<file path="config.mk">
export PLATFORM = sky130hd
export DESIGN_NAME = bce_ram
export DESIGN_NICKNAME = d
export VERILOG_FILES = /design/src/hdl/bce_ram.sv
export SDC_FILE = /design/constraint.sdc
export NUM_CORES = 1
export LEC_CHECK = 0
export BUFFER_PORTS_ARGS = -buffer_cell sky130_fd_sc_hd__buf_2
export CELL_PAD_IN_SITES_DETAIL_PLACEMENT = 0
export CELL_PAD_IN_SITES_GLOBAL_PLACEMENT = 1
export CORE_ASPECT_RATIO = 1.4
export CORE_MARGIN = 2
export CORE_UTILIZATION = 34
export DETAILED_ROUTE_END_ITERATION = 12
export PLACE_DENSITY_LB_ADDON = 0.1
export RECOVER_POWER = 100
export SETUP_SLACK_MARGIN = 0.4
export SKIP_LAST_GASP = 1
export SLEW_MARGIN = 20
export SYNTH_ARGS = -nofsm -noshare
export SYNTH_HDL_FRONTEND = slang
export SYNTH_SLANG_ARGS = --single-unit
</file>
<file path="constraint.sdc">
create_clock -name clock -period 3.2 [get_ports clock]
set_input_delay 0.64 -clock clock [delete_from_list [all_inputs] [get_ports clock]]
set_output_delay 0.64 -clock clock [all_outputs]
set_load 0.05 [all_outputs]
</file>
<file path="src/hdl/bce_ram.sv">
module bce_ram #(
   parameter int WIDTH = 32,
   parameter int DEPTH = 32
) (
   input  logic                     clock,
   input  logic                     we,
   input  logic [$clog2(DEPTH)-1:0] waddr,
   input  logic [WIDTH-1:0]         wdata,
   input  logic [$clog2(DEPTH)-1:0] raddr_a,
   output logic [WIDTH-1:0]         rdata_a,
   input  logic [$clog2(DEPTH)-1:0] raddr_b,
   output logic [WIDTH-1:0]         rdata_b
);

   logic [WIDTH-1:0] mem_ff [DEPTH];

   always_ff @(posedge clock) begin
      if (we) begin
         mem_ff[waddr] <= wdata;
      end
      rdata_a <= mem_ff[raddr_a];
      rdata_b <= mem_ff[raddr_b];
   end

endmodule

</file>
==> flow_summary.ini <==
[worst_setup_path]
reg2reg_setup_slack_ps = 1570
r2r-start = mem_ff[3][21]
reg2reg_depth = 5
cp-start-kind = input pin
cp.required_ps = 3500
setup.worst_path.class = in -> reg
crit_arrival_ps = 3130
end_kind = register
regToRegEndpoint = rdata_b[21]
cp_max_fo = 32

[clocking]
hold_buffers = 0
cts.htree.levels = 3
root_buffer = clkbuf_16
cts_tree = done
cts_inserted_buffers = 112
cts.path.max_buffers = 3
ctsResizeCount = 0
path_clk_slew_ps = 60
clock_latency_ps = 730
post-cts-setup-buffers = 0
clock_sinks = 1088

[die]
die_area_sq_um = 150000
dieHeight_um = 458
start_util_pct = 34.2
std_cell_rows = 166
num_io_pins = 113
chipWidth_um = 328
core_area_sq_um = 146000

[drt]
drt-total-wl_mm = 178
ant_nets = 0
viasPerCell = 5.69
drc = 0
first_iter_violations = 2409
vias = 31963
dr.pass1.iters = 7
wl_per_cell_um = 31.7

[synthesis]
synthXorXnorAreaFrac_pct = 0
synth_seq_cells = 1088
yosysSeqAreaShare_pct = 64.0
synthMuxAreaShare_pct = 20.5
synth_commonest_cells = 1024 x edfxtp_1, 1024 x mux2i_1, 195 x nand2_1, 194 x nand3_1
synth_compound_area_share_pct = 7.84
syn_nets = 3499
ys.flop_type = edfxtp_1
synthesis.area_sq_um = 50100
synth-simple-area-share_pct = 4.59
yosys_warnings = 0
synth_area_per_cell_sq_um = 14.5
synth_edf_count = 1024
synth_top_area_share_pct = 61.4
async_reset_ff_share_pct = 0
synth_adder_area_share_pct = 0
yosysTopAreaCell = edfxtp_1
synth_area_leaders = edfxtp_1 61%, mux2i_1 20%, a22oi_1 2.9%
ys_types = 24
synthCells = 3450
synth_top_family_by_area = multiplexers

[sta]
slew_violations = 730
clock.fmax_mhz = 355
worst_pin_slew_ps = 2090
tns_ps = 0
setup_viol = 0
hold_viol = 0
fin_skew_ps = 30.0
grt_setup_unrepaired = no
slew_headroom_pct = -39.2
finalCriticalPeriod_ps = 2820
min_period_over_period_pct = 88.1

[global_route]
first_global_vias = 33334
antenna_found_initial = 11
grt_pass1_wl_mm = 250
globalRouteTotalUtil_pct = 23.4
grt_overflow = 0
grt_max_degree = 67

[min_path]
min_path_cells = 4
worstHoldEndpoint = rdata_b[4]
min_from = mem_ff[20][4]
worstHoldPathType = reg -> reg

[final_layout]
regArea_sq_um = 32000
multi_input_area_sq_um = 16700
post-route-util_pct = 39.1
area_delta_synth_final_pct = 14.1
fill_cells = 13646
final_layout_size_suffix_gt1_share_pct = 9.93
fin_nets = 3637

[power_and_ir_drop]
leakagePower_nw = 20.8
vdd_drop_max_mv = 0.382
powerDensity_nw_per_um2 = 569

[status]
failed_checks = capacitance limit, slew limit
status = finished with violations

[place]
gp_congestion = 0.778
dp_hpwl_mm = 95.9
io_buffers = 112

[flow_run]
cap_violations = 23
==> area by class of cell <==
type,count,share of cell area [%]
clock inverters,52,0.889
repair buffers,277,3.88
multi-input cells,2109,29.2
flip-flops and latches,1088,56.1
diodes,2,0.00876
well taps,1932,4.23
clock buffers,161,5.70
==> sequential cells by signal, indices dropped and copies added, names as in the netlist <==
name,flops
mem_ff,1024
rdata_a,32
rdata_b,32
==> cell families after synthesis <==
group	count (synthesis)
multiplexers	1024
buffers and inverters	253
AO/OA/AOI/OAI	576
AND/OR/NAND/NOR	509
flip-flops	1088
==> worst max-delay path, cell delays in order <==
cell      delay [ps]
clkbuf_1         110
or3b_1           650
nor2_4           180
clkbuf_2        1470
==> cells in the final DEF (no fill, tap or decap), drive strengths merged, types with 3 or more instances in the layout <==
cell,netlist,routed
a21oi,192,192
or3b,3,3
nor2,35,35
nand3,194,194
nand2b,4,4
a22o,128,128
nor2b,4,4
clkbuf,90,303
clkinv,0,36
a22oi,192,192
dfxtp,64,64
clkinvlp,0,5
mux2i,1024,1024
buf,163,135
nor3,64,64
nand3b,5,5
bufinv,0,9
nand2,195,195
a31oi,64,64
edfxtp,1024,1024
==> worst max path at each step <==
stage / startpoint / to / slack, ps / cells past startpoint
finish: waddr[1] / mem_ff[12][30] / 380 / 4
CTS: rdata_a[9] / rdata_a[9] / 790 / 1
global placement: raddr_a[2] / rdata_a[21] / 550 / 7
detailed placement: raddr_b[1] / rdata_b[9] / 560 / 7
floorplan: waddr[1] / mem_ff[12][0] / 130 / 3
global route: waddr[0] / mem_ff[27][4] / 430 / 5
==> routing by layer <==
layer  GRT usage [%]  part of all wire (%)  up-vias
met5               0                 0.048        -
li1                -                     -    13864
met4            7.11                   2.7       14
met1            31.6                    44    16879
met2            39.0                    48      945
met3            3.19                   5.1      261
==> power by group <==
| part | switching (mW) | internal [mW] |
|---|---|---|
| combinational | 2.16 | 0.944 |
| sequential | 0.188 | 15.9 |
| clock | 5.58 | 7.77 |
| total | 7.93 | 24.6 |
==> through the flow <==
| stage | hold slack [ps] | cells | worst slack (ps) | power [mW] | instance area [sq um] |
|---|---|---|---|---|---|
| 2_1_floorplan | 579 | 3450 | 126 | 18.2 | 50100 |
| 3_3_place_gp | 622 | 5406 | 550 | 19.5 | 54100 |
| 3_5_place_dp | 622 | 5406 | 563 | 19.5 | 54100 |
| 4_1_cts | 337 | 5619 | 785 | 32.9 | 57900 |
| 5_1_grt | 629 | 5620 | 429 | 33.5 | 57100 |
| 6_report | 619 | 5621 | 379 | 32.5 | 57100 |
Power figures use the tool's default switching activity.
