### src/hdl/bce_pkg.sv
package bce_pkg;

   localparam int FLT_W     = 32;
   localparam int RAM_DEPTH = 32;
   localparam int RAM_AW    = 5;
   localparam int PC_W      = 6;
   localparam int CVT_W     = 25;
   localparam int SCALE_W   = 8;

   // sequencer operations; the first four are also the float unit's operations
   localparam logic [2:0] OP_ADD   = 3'd0;
   localparam logic [2:0] OP_SUB   = 3'd1;
   localparam logic [2:0] OP_MUL   = 3'd2;
   localparam logic [2:0] OP_CVT   = 3'd3;
   localparam logic [2:0] OP_TST_T = 3'd4;
   localparam logic [2:0] OP_TST_P = 3'd5;
   localparam logic [2:0] OP_DONE  = 3'd6;

   // operand sources
   localparam logic [2:0] S_RAM   = 3'd0;
   localparam logic [2:0] S_TPREV = 3'd1;
   localparam logic [2:0] S_TOLD  = 3'd2;
   localparam logic [2:0] S_PPREV = 3'd3;
   localparam logic [2:0] S_POLD  = 3'd4;

   // integer kinds for conversion
   localparam logic [2:0] CK_U16  = 3'd0;
   localparam logic [2:0] CK_S16  = 3'd1;
   localparam logic [2:0] CK_S16B = 3'd2;
   localparam logic [2:0] CK_S8   = 3'd3;
   localparam logic [2:0] CK_TRAW = 3'd4;
   localparam logic [2:0] CK_PRAW = 3'd5;

   // scratch slots
   localparam int R_K0   = 0;
   localparam int R_K1   = 1;
   localparam int R_K2   = 2;
   localparam int R_K3   = 3;
   localparam int R_K4   = 4;
   localparam int R_K5   = 5;
   localparam int R_K6   = 6;
   localparam int R_K7   = 7;
   localparam int R_K8   = 8;
   localparam int R_K9   = 9;
   localparam int R_K10  = 10;
   localparam int R_K11  = 11;
   localparam int R_K12  = 12;
   localparam int R_K13  = 13;
   localparam int R_TRAW = 14;
   localparam int R_PRAW = 15;
   localparam int R_D1   = 16;
   localparam int R_D2   = 17;
   localparam int R_D3   = 18;
   localparam int R_D4   = 19;
   localparam int R_T    = 20;
   localparam int R_TT   = 21;
   localparam int R_TTT  = 22;
   localparam int R_O1   = 23;
   localparam int R_O2   = 24;
   localparam int R_P    = 25;
   localparam int R_DPOS = 26;
   localparam int R_DNEG = 27;

   typedef struct packed {
      logic [2:0]                op;
      logic [RAM_AW-1:0]         dst;
      logic [2:0]                a_src;
      logic [RAM_AW-1:0]         a_addr;
      logic [2:0]                b_src;
      logic [RAM_AW-1:0]         b_addr;
      logic [2:0]                cvt_kind;
      logic signed [SCALE_W-1:0] scale;
   } prog_type;

   typedef struct packed {
      logic [2:0]                op;
      logic [FLT_W-1:0]          a;
      logic [FLT_W-1:0]          b;
      logic signed [CVT_W-1:0]   cvt_int;
      logic signed [SCALE_W-1:0] scale;
   } fpu_req_type;

   function automatic prog_type arith(input logic [2:0] op, input int dst,
                                      input logic [2:0] asrc, input int aaddr,
                                      input logic [2:0] bsrc, input int baddr);
      prog_type e;
      e          = '0;
      e.op       = op;
      e.dst      = RAM_AW'(dst);
      e.a_src    = asrc;
      e.a_addr   = RAM_AW'(aaddr);
      e.b_src    = bsrc;
      e.b_addr   = RAM_AW'(baddr);
      return e;
   endfunction

   // byte index travels in a_addr
   function automatic prog_type cvt(input int dst, input logic [2:0] kind,
                                    input int byte_idx, input int scale);
      prog_type e;
      e          = '0;
      e.op       = OP_CVT;
      e.dst      = RAM_AW'(dst);
      e.a_addr   = RAM_AW'(byte_idx);
      e.cvt_kind = kind;
      e.scale    = SCALE_W'(scale);
      return e;
   endfunction

   function automatic prog_type ctl(input logic [2:0] op);
      prog_type e;
      e    = '0;
      e.op = op;
      return e;
   endfunction

   function automatic prog_type prog_entry(input logic [PC_W-1:0] pc);
      prog_type e;
      unique case (pc)
         6'd0:  e = cvt(R_K0,   CK_U16,  0,   8);
         6'd1:  e = cvt(R_K1,   CK_U16,  2, -30);
         6'd2:  e = cvt(R_K2,   CK_S8,   4, -48);
         6'd3:  e = cvt(R_K3,   CK_S16B, 5, -20);
         6'd4:  e = cvt(R_K4,   CK_S16B, 7, -29);
         6'd5:  e = cvt(R_K5,   CK_S8,   9, -32);
         6'd6:  e = cvt(R_K6,   CK_S8,  10, -37);
         6'd7:  e = cvt(R_K7,   CK_U16, 11,   3);
         6'd8:  e = cvt(R_K8,   CK_U16, 13,  -6);
         6'd9:  e = cvt(R_K9,   CK_S8,  15,  -8);
         6'd10: e = cvt(R_K10,  CK_S8,  16, -15);
         6'd11: e = cvt(R_K11,  CK_S16, 17, -48);
         6'd12: e = cvt(R_K12,  CK_S8,  19, -48);
         6'd13: e = cvt(R_K13,  CK_S8,  20, -65);
         6'd14: e = cvt(R_TRAW, CK_TRAW, 0,   0);
         6'd15: e = cvt(R_PRAW, CK_PRAW, 0,   0);
         // temperature
         6'd16: e = arith(OP_SUB, R_D1, S_RAM, R_TRAW, S_RAM, R_K0);
         6'd17: e = arith(OP_MUL, R_D2, S_RAM, R_D1,   S_RAM, R_K1);
         6'd18: e = arith(OP_MUL, R_D3, S_RAM, R_D1,   S_RAM, R_D1);
         6'd19: e = arith(OP_MUL, R_D3, S_RAM, R_D3,   S_RAM, R_K2);
         6'd20: e = arith(OP_ADD, R_T,  S_RAM, R_D2,   S_RAM, R_D3);
         6'd21: e = ctl(OP_TST_T);
         6'd22: e = arith(OP_ADD, R_T,  S_TPREV, 0,    S_TPREV, 0);
         6'd23: e = arith(OP_SUB, R_T,  S_RAM, R_T,    S_TOLD, 0);
         // pressure
         6'd24: e = arith(OP_MUL, R_TT,  S_RAM, R_T,   S_RAM, R_T);
         6'd25: e = arith(OP_MUL, R_TTT, S_RAM, R_TT,  S_RAM, R_T);
         6'd26: e = arith(OP_MUL, R_D1,  S_RAM, R_K8,  S_RAM, R_T);
         6'd27: e = arith(OP_MUL, R_D2,  S_RAM, R_K9,  S_RAM, R_TT);
         6'd28: e = arith(OP_MUL, R_D3,  S_RAM, R_K10, S_RAM, R_TTT);
         6'd29: e = arith(OP_ADD, R_O1,  S_RAM, R_K7,  S_RAM, R_D1);
         6'd30: e = arith(OP_ADD, R_O1,  S_RAM, R_O1,  S_RAM, R_D2);
         6'd31: e = arith(OP_ADD, R_O1,  S_RAM, R_O1,  S_RAM, R_D3);
         6'd32: e = arith(OP_MUL, R_D1,  S_RAM, R_K4,  S_RAM, R_T);
         6'd33: e = arith(OP_MUL, R_D2,  S_RAM, R_K5,  S_RAM, R_TT);
         6'd34: e = arith(OP_MUL, R_D3,  S_RAM, R_K6,  S_RAM, R_TTT);
         6'd35: e = arith(OP_ADD, R_O2,  S_RAM, R_K3,  S_RAM, R_D1);
         6'd36: e = arith(OP_ADD, R_O2,  S_RAM, R_O2,  S_RAM, R_D2);
         6'd37: e = arith(OP_ADD, R_O2,  S_RAM, R_O2,  S_RAM, R_D3);
         6'd38: e = arith(OP_MUL, R_O2,  S_RAM, R_PRAW, S_RAM, R_O2);
         6'd39: e = arith(OP_MUL, R_D1,  S_RAM, R_PRAW, S_RAM, R_PRAW);
         6'd40: e = arith(OP_MUL, R_D2,  S_RAM, R_K12, S_RAM, R_T);
         6'd41: e = arith(OP_ADD, R_D2,  S_RAM, R_K11, S_RAM, R_D2);
         6'd42: e = arith(OP_MUL, R_D3,  S_RAM, R_D1,  S_RAM, R_D2);
         6'd43: e = arith(OP_MUL, R_D4,  S_RAM, R_D1,  S_RAM, R_PRAW);
         6'd44: e = arith(OP_MUL, R_D4,  S_RAM, R_D4,  S_RAM, R_K13);
         6'd45: e = arith(OP_ADD, R_D4,  S_RAM, R_D3,  S_RAM, R_D4);
         6'd46: e = arith(OP_ADD, R_P,   S_RAM, R_O1,  S_RAM, R_O2);
         6'd47: e = arith(OP_ADD, R_P,   S_RAM, R_P,   S_RAM, R_D4);
         6'd48: e = arith(OP_SUB, R_DPOS, S_RAM, R_P,  S_PPREV, 0);
         6'd49: e = arith(OP_SUB, R_DNEG, S_PPREV, 0,  S_RAM, R_P);
         6'd50: e = ctl(OP_TST_P);
         6'd51: e = arith(OP_ADD, R_P,  S_PPREV, 0,    S_PPREV, 0);
         6'd52: e = arith(OP_SUB, R_P,  S_RAM, R_P,    S_POLD, 0);
         default: e = ctl(OP_DONE);
      endcase
      return e;
   endfunction

endpackage

### src/hdl/bce_fpu.sv
module bce_fpu (
   input  logic                       clock,
   input  bce_pkg::fpu_req_type       req,
   output logic [bce_pkg::FLT_W-1:0]  result
);

   import bce_pkg::*;

   localparam logic [31:0] DEFAULT_NAN = 32'hFFC0_0000;
   localparam logic [31:0] QUIET_BIT   = 32'h0040_0000;

   // stage a: unpack, align and add, multiply, or take an integer to convert
   logic              sa, sb, sbe, nan_a, nan_b, inf_a, inf_b;
   logic [7:0]        ea_f, eb_f;
   logic [23:0]       ma, mb, mbig, msml;
   logic signed [10:0] xa, xb, xbig, xsml, dexp;
   logic [4:0]        dsh;
   logic [26:0]       mb3, ms3, ms_sh;
   logic              lost3, a_big, sbig;
   logic [27:0]       sum28;
   logic [24:0]       cvt_mag;
   logic              s_in, spec_in;
   logic signed [10:0] e_in;
   logic [47:0]       m_in;
   logic [31:0]       spec_val_in;

   logic              s_a_ff, spec_a_ff;
   logic signed [10:0] e_a_ff;
   logic [47:0]       m_a_ff;
   logic [31:0]       spec_val_a_ff;

   always_comb begin
      sa    = req.a[31];
      sb    = req.b[31];
      ea_f  = req.a[30:23];
      eb_f  = req.b[30:23];
      nan_a = (ea_f == 8'hFF) && (req.a[22:0] != '0);
      nan_b = (eb_f == 8'hFF) && (req.b[22:0] != '0);
      inf_a = (ea_f == 8'hFF) && (req.a[22:0] == '0);
      inf_b = (eb_f == 8'hFF) && (req.b[22:0] == '0);
      ma    = {ea_f != 8'd0, req.a[22:0]};
      mb    = {eb_f != 8'd0, req.b[22:0]};
      xa    = (ea_f == 8'd0) ? -11'sd149 : $signed({3'b000, ea_f}) - 11'sd150;
      xb    = (eb_f == 8'd0) ? -11'sd149 : $signed({3'b000, eb_f}) - 11'sd150;
      sbe   = (req.op == OP_SUB) ? ~sb : sb;

      a_big = (xa > xb) || ((xa == xb) && (ma >= mb));
      mbig  = a_big ? ma : mb;
      msml  = a_big ? mb : ma;
      xbig  = a_big ? xa : xb;
      xsml  = a_big ? xb : xa;
      sbig  = a_big ? sa : sbe;
      dexp  = xbig - xsml;
      dsh   = (dexp > 11'sd27) ? 5'd27 : dexp[4:0];
      mb3   = {mbig, 3'b000};
      ms3   = {msml, 3'b000};
      ms_sh = ms3 >> dsh;
      lost3 = |(ms3 & ((27'd1 << dsh) - 27'd1));
      if (sa != sbe) begin
         sum28 = {1'b0, mb3} - {1'b0, ms_sh[26:1], ms_sh[0] | lost3};
      end else begin
         sum28 = {1'b0, mb3} + {1'b0, ms_sh[26:1], ms_sh[0] | lost3};
      end

      cvt_mag = req.cvt_int[CVT_W-1] ? 25'(-req.cvt_int) : 25'(req.cvt_int);

      spec_in     = 1'b0;
      spec_val_in = '0;
      s_in        = 1'b0;
      e_in        = '0;
      m_in        = '0;
      unique case (req.op)
         OP_MUL: begin
            s_in = sa ^ sb;
            e_in = xa + xb;
            m_in = ma * mb;
            if (nan_a || nan_b) begin
               spec_in     = 1'b1;
               spec_val_in = nan_a ? (req.a | QUIET_BIT) : (req.b | QUIET_BIT);
            end else if ((inf_a && (req.b[30:0] == '0)) ||
                         (inf_b && (req.a[30:0] == '0))) begin
               spec_in     = 1'b1;
               spec_val_in = DEFAULT_NAN;
            end else if (inf_a || inf_b) begin
               spec_in     = 1'b1;
               spec_val_in = {sa ^ sb, 8'hFF, 23'd0};
            end
         end
         OP_ADD, OP_SUB: begin
            s_in = (sum28 == '0) ? (sa & sbe) : sbig;
            e_in = xbig - 11'sd3;
            m_in = {20'd0, sum28};
            if (nan_a || nan_b) begin
               spec_in     = 1'b1;
               spec_val_in = nan_a ? (req.a | QUIET_BIT) : (req.b | QUIET_BIT);
            end else if (inf_a && inf_b && (sa != sbe)) begin
               spec_in     = 1'b1;
               spec_val_in = DEFAULT_NAN;
            end else if (inf_a) begin
               spec_in     = 1'b1;
               spec_val_in = req.a;
            end else if (inf_b) begin
               spec_in     = 1'b1;
               spec_val_in = {sbe, 8'hFF, 23'd0};
            end
         end
         OP_CVT: begin
            s_in = req.cvt_int[CVT_W-1];
            e_in = 11'(req.scale);
            m_in = {23'd0, cvt_mag};
         end
         default: begin
            s_in = 1'b0;
         end
      endcase
   end

   always_ff @(posedge clock) begin
      s_a_ff        <= s_in;
      e_a_ff        <= e_in;
      m_a_ff        <= m_in;
      spec_a_ff     <= spec_in;
      spec_val_a_ff <= spec_val_in;
   end

   // stage b: leading zero count and normalize
   logic [5:0]         lz;
   logic               s_b_ff, spec_b_ff, zero_b_ff;
   logic signed [10:0] eb_b_ff;
   logic [47:0]        m_b_ff;
   logic [31:0]        spec_val_b_ff;

   always_comb begin
      lz = 6'd0;
      for (int i = 0; i < 48; i++) begin
         if (m_a_ff[i]) begin
            lz = 6'(47 - i);
         end
      end
   end

   always_ff @(posedge clock) begin
      s_b_ff        <= s_a_ff;
      spec_b_ff     <= spec_a_ff;
      spec_val_b_ff <= spec_val_a_ff;
      zero_b_ff     <= (m_a_ff == '0);
      m_b_ff        <= m_a_ff << lz;
      // biased exponent of the leading one
      eb_b_ff       <= e_a_ff + 11'sd174 - $signed({5'd0, lz});
   end

   // stage c: denormalize, round to nearest even, pack
   logic [5:0]         dn_sh;
   logic signed [10:0] dn_amt, eb_x, eb_r;
   logic [47:0]        m_dn;
   logic               dn_lost, rbit, sbit, inc;
   logic [23:0]        mant;
   logic [24:0]        m25;
   logic [22:0]        frac;
   logic [31:0]        packed_val;

   always_comb begin
      dn_amt  = 11'sd1 - eb_b_ff;
      if (eb_b_ff >= 11'sd1) begin
         dn_sh = 6'd0;
      end else if (dn_amt > 11'sd49) begin
         dn_sh = 6'd49;
      end else begin
         dn_sh = dn_amt[5:0];
      end
      m_dn    = m_b_ff >> dn_sh;
      dn_lost = |(m_b_ff & ((48'd1 << dn_sh) - 48'd1));
      mant    = m_dn[47:24];
      rbit    = m_dn[23];
      sbit    = (|m_dn[22:0]) | dn_lost;
      inc     = rbit & (sbit | mant[0]);
      m25     = {1'b0, mant} + {24'd0, inc};
      eb_x    = (eb_b_ff >= 11'sd1) ? eb_b_ff : 11'sd0;
      if (m25[24]) begin
         eb_r = eb_x + 11'sd1;
         frac = 23'd0;
      end else begin
         eb_r = ((eb_x == 11'sd0) && m25[23]) ? 11'sd1 : eb_x;
         frac = m25[22:0];
      end
      if (spec_b_ff) begin
         packed_val = spec_val_b_ff;
      end else if (zero_b_ff) begin
         packed_val = {s_b_ff, 31'd0};
      end else if (eb_r >= 11'sd255) begin
         packed_val = {s_b_ff, 8'hFF, 23'd0};
      end else begin
         packed_val = {s_b_ff, eb_r[7:0], frac};
      end
   end

   always_ff @(posedge clock) begin
      result <= packed_val;
   end

endmodule
### config.mk
export PLATFORM = sky130hd
export DESIGN_NAME = bce_fpu
export DESIGN_NICKNAME = d
export VERILOG_FILES = /design/src/hdl/bce_pkg.sv /design/src/hdl/bce_fpu.sv
export SDC_FILE = /design/constraint.sdc
export NUM_CORES = 2
export LEC_CHECK = 0
export BUFFER_PORTS_ARGS = -buffer_cell sky130_fd_sc_hd__buf_2
export CAP_MARGIN = 30
export CORE_MARGIN = 2
export CORE_UTILIZATION = 35
export CTS_CLUSTER_DIAMETER = 120
export DETAILED_ROUTE_END_ITERATION = 10
export MAX_ROUTING_LAYER = met4
export PLACE_DENSITY = 0.52
export SYNTH_ARGS = -nofsm -noshare
export SYNTH_HDL_FRONTEND = slang
export SYNTH_SLANG_ARGS = --single-unit
### constraint.sdc
create_clock -name clock -period 35.1 [get_ports clock]
set_clock_uncertainty 0.15 [all_clocks]
set_input_delay 1.755 -clock clock [delete_from_list [all_inputs] [get_ports clock]]
set_output_delay 1.755 -clock clock [all_outputs]
set_load 0.03 [all_outputs]
==> metrics.md <==
| Metric | Value |
|---|---|
| Outcome | finished, final reports clean |
| Fillers | 12200 |
| Rows | 125 |
| Yosys reg bits | 219 |
| Synthesized area | 40600 µm² |
| Die W | 345 µm |
| Routed Antenna Nets | 0 |
| Area contributors post-synth | fa_1, dfxtp_1, ha_1, nand2_1, inv_1 |
| Initial DRC Count | 3057 |
| CTS Sinks | 219 |
| Worst R2R End | result[20]$_DFF_P_ |
| CTS Buffer Depth | 3 |
| Crit path time final | 13.96 ns |
| Most frequent cells in the layout | nand2_1, inv_1, fa_1 |
| TNS Setup | 0 ns |
| Post-layout nets | 5934 |
| Global routing met1 resource utilization | 34.4% |
| Final worst slack | 21.14 ns |
| CTS tree | built |
| Hold EP | spec_val_b_ff[30]$_DFF_P_ |
| Post-CTS Hold Fix Bufs | 0 |
| Post-synth top area share | 23.9% |
| Endpoints failing hold | 0 |
| Worst setup path category | primary input to flop |
| Post-synth cell types | 116 |
| Clock-pin slew on the worst setup and hold paths | 0.07 ns |
| DR DRC count | 0 |
| Area grow syn2layout | 7.60% |
| Register area share after synthesis | 10.8% |
| Warnings, synthesis | 0 |
| TritonCTS buffer count | 23 |
| Via count | 36300 |
| Overall routing resource usage | 25.9% |
| Drt wl/cell | 22.9 µm |
| Antenna violations before repair | 15 |
| Initial Util | 35.1% |
| Routing usage on met3 | 3.33% |
| Crit path arrival time | 14.28 ns |
| Gr busiest metal | met2 |
| Ports | 133 |
| Global-route wire length before repair | 228000 µm |
| DRT Pass-1 Iters | 6 |
| Worst-Margin Slew | 0.983 ns |
| Core Util, Final | 37.8% |
| Reg2reg start | eb_b_ff[1]$_DFF_P_ |
| Register area | 4380 µm² |
| R2R Setup Slk | 26.57 ns |
| Root buffer cell | clkbuf_16 |
| RSZ-0062 raised after global routing | no |
| Buffers on Ports | 132 |
| Vias in the first global route | 36100 |
| Commonest non-fill, non-tap cell in the layout | nand2_1 |
| Maximum clock rate | 71.6 MHz |
| Hold path startpoint | spec_val_a_ff[30]$_SDFF_PN0_ |
| Critical Path RT | 35.42 ns |
| Crit-path max FO | 52 |
| Core area | 116000 µm² |
| Routed Wire Length | 150000 µm |
| Maxcap violations | 0 |
| Post-cts sizing count | 0 |
| Setup WS pre-CTS | 20.92 ns |
| R2R cell count | 29 |
| Period utilisation layout | 39.8% |
| Worst Hold Path Cells | 0 |
| Vert. Die Dim | 345 µm |
| DP Wirelength | 118000 µm |
| Hold slack | 0.172 ns |
| Final slew viol count | 0 |
| Max_slew headroom | 34.2% |
| RePlAce Congestion | 0.953 |
| Setup bufs post-CTS | 0 |
| Crit path buf inv count | 6 |
| Endpoints failing setup | 0 |
| Htree depth | 1 |
| Crit path largest cell delay | 0.66 ns |
| Met2 Use GR | 40.7% |
| Ys flop type | dfxtp_1 |
| CP endpoint kind | flop |
| Area of the multi-input gates | 32500 µm² |
| Skew-Pair Late Insertion Delay | 0.53 ns |
| Critical Path Start Type | primary input |
| Synth area leader | fa_1 |
| Post-synth net total | 5980 |
| Vias per cell | 5.52 |
| GRT overflow | 0 |
| Async set or reset register ratio after synthesis | 0% |
| Die area | 119000 µm² |
| Most common cell on crit path | a21oi_1 |
| Share of post-route cells with drive strength above 1 | 8.44% |
| Pin count of the biggest net entering global routing | 61 |
| CP max stage cell | buf_4 |
| Synthesized area per cell | 8.02 µm² |
| Post-synth EDFFs | 0 |
| Crit-path leading delay family | compound AO/OA/AOI/OAI gates |
| Synthesized netlist cell count | 5068 |
| Hold Path Class | flop to flop |
[metal layers]
metal / wire length (µm) / up-vias / part of all wire [%]
li1: - / 16800 / -
met1: 66000 / 17900 / 44
met2: 67900 / 1397 / 45
met3: 10700 / 233 / 7.1
met4: 5820 / 0 / 3.9
met5: 0 / - / 0
[layout make-up]
cell class | count | area share (%)
Multi-Input combinational cell | 3853 | 74.4
Sequential cell | 219 | 10.0
Inverter | 683 | 5.86
Tap cell | 1524 | 4.36
Timing Repair Buffer | 242 | 3.44
Clock buffer | 24 | 1.35
Clock inverter | 17 | 0.481
Antenna cell | 15 | 0.0859
[cell usage after synthesis (all sizes together) (33+ instances only)]
cell type / n
xor2: 58
fa: 485
a211oi: 42
and2: 174
buf: 49
nor2b: 33
a21oi: 231
inv: 681
dfxtp: 219
nor2: 346
nand2: 743
o21bai: 34
o31ai: 37
xnor2: 104
ha: 326
a31oi: 48
nor3: 82
a22o: 49
mux2i: 205
nand3: 78
clkbuf: 264
o21ai: 207
nand4: 34
nor4: 42
[worst max path at each step]
stage / to / from / slack, ns / depth (start not counted)
global route: s_a_ff$_SDFF_PN0_ / req[60] / 20.28 / 52
finish: s_a_ff$_SDFF_PN0_ / req[60] / 21.14 / 52
floorplan: s_a_ff$_SDFF_PN0_ / req[95] / 20.83 / 56
CTS: s_a_ff$_SDFF_PN0_ / req[60] / 21.39 / 52
global placement: s_a_ff$_SDFF_PN0_ / req[60] / 21.22 / 52
detailed placement: s_a_ff$_SDFF_PN0_ / req[60] / 20.92 / 52
[registers in the layout, indices dropped and copies added (netlist names)]
signal         flops
s_a_ff             1
m_a_ff            48
zero_b_ff          1
result            32
s_b_ff             1
spec_val_b_ff     32
m_b_ff            48
spec_b_ff          1
e_a_ff            11
spec_a_ff          1
spec_val_a_ff     32
eb_b_ff           11
[cells by family after synthesis]
family	synth area share [%]
AO/OA/AOI/OAI	15.5
XOR/XNOR	3.63
adder cells (fa/ha/maj)	34.0
buffers and inverters	9.40
flip-flops	10.8
multiplexers	7.53
AND/OR/NAND/NOR	19.1
[through the flow]
| step | std cells | cell area (µm²) |
|---|---|---|
| after floorplan | 5068 | 40600 |
| after global placement | 6515 | 42800 |
| after detailed placement | 6521 | 42900 |
| after CTS | 6562 | 43700 |
| after global routing | 6574 | 43700 |
| final | 6577 | 43700 |
Power is left out: the tool's default activity adds up to more than one toggle a clock period on the data nets, which glitch-free logic cannot reach.
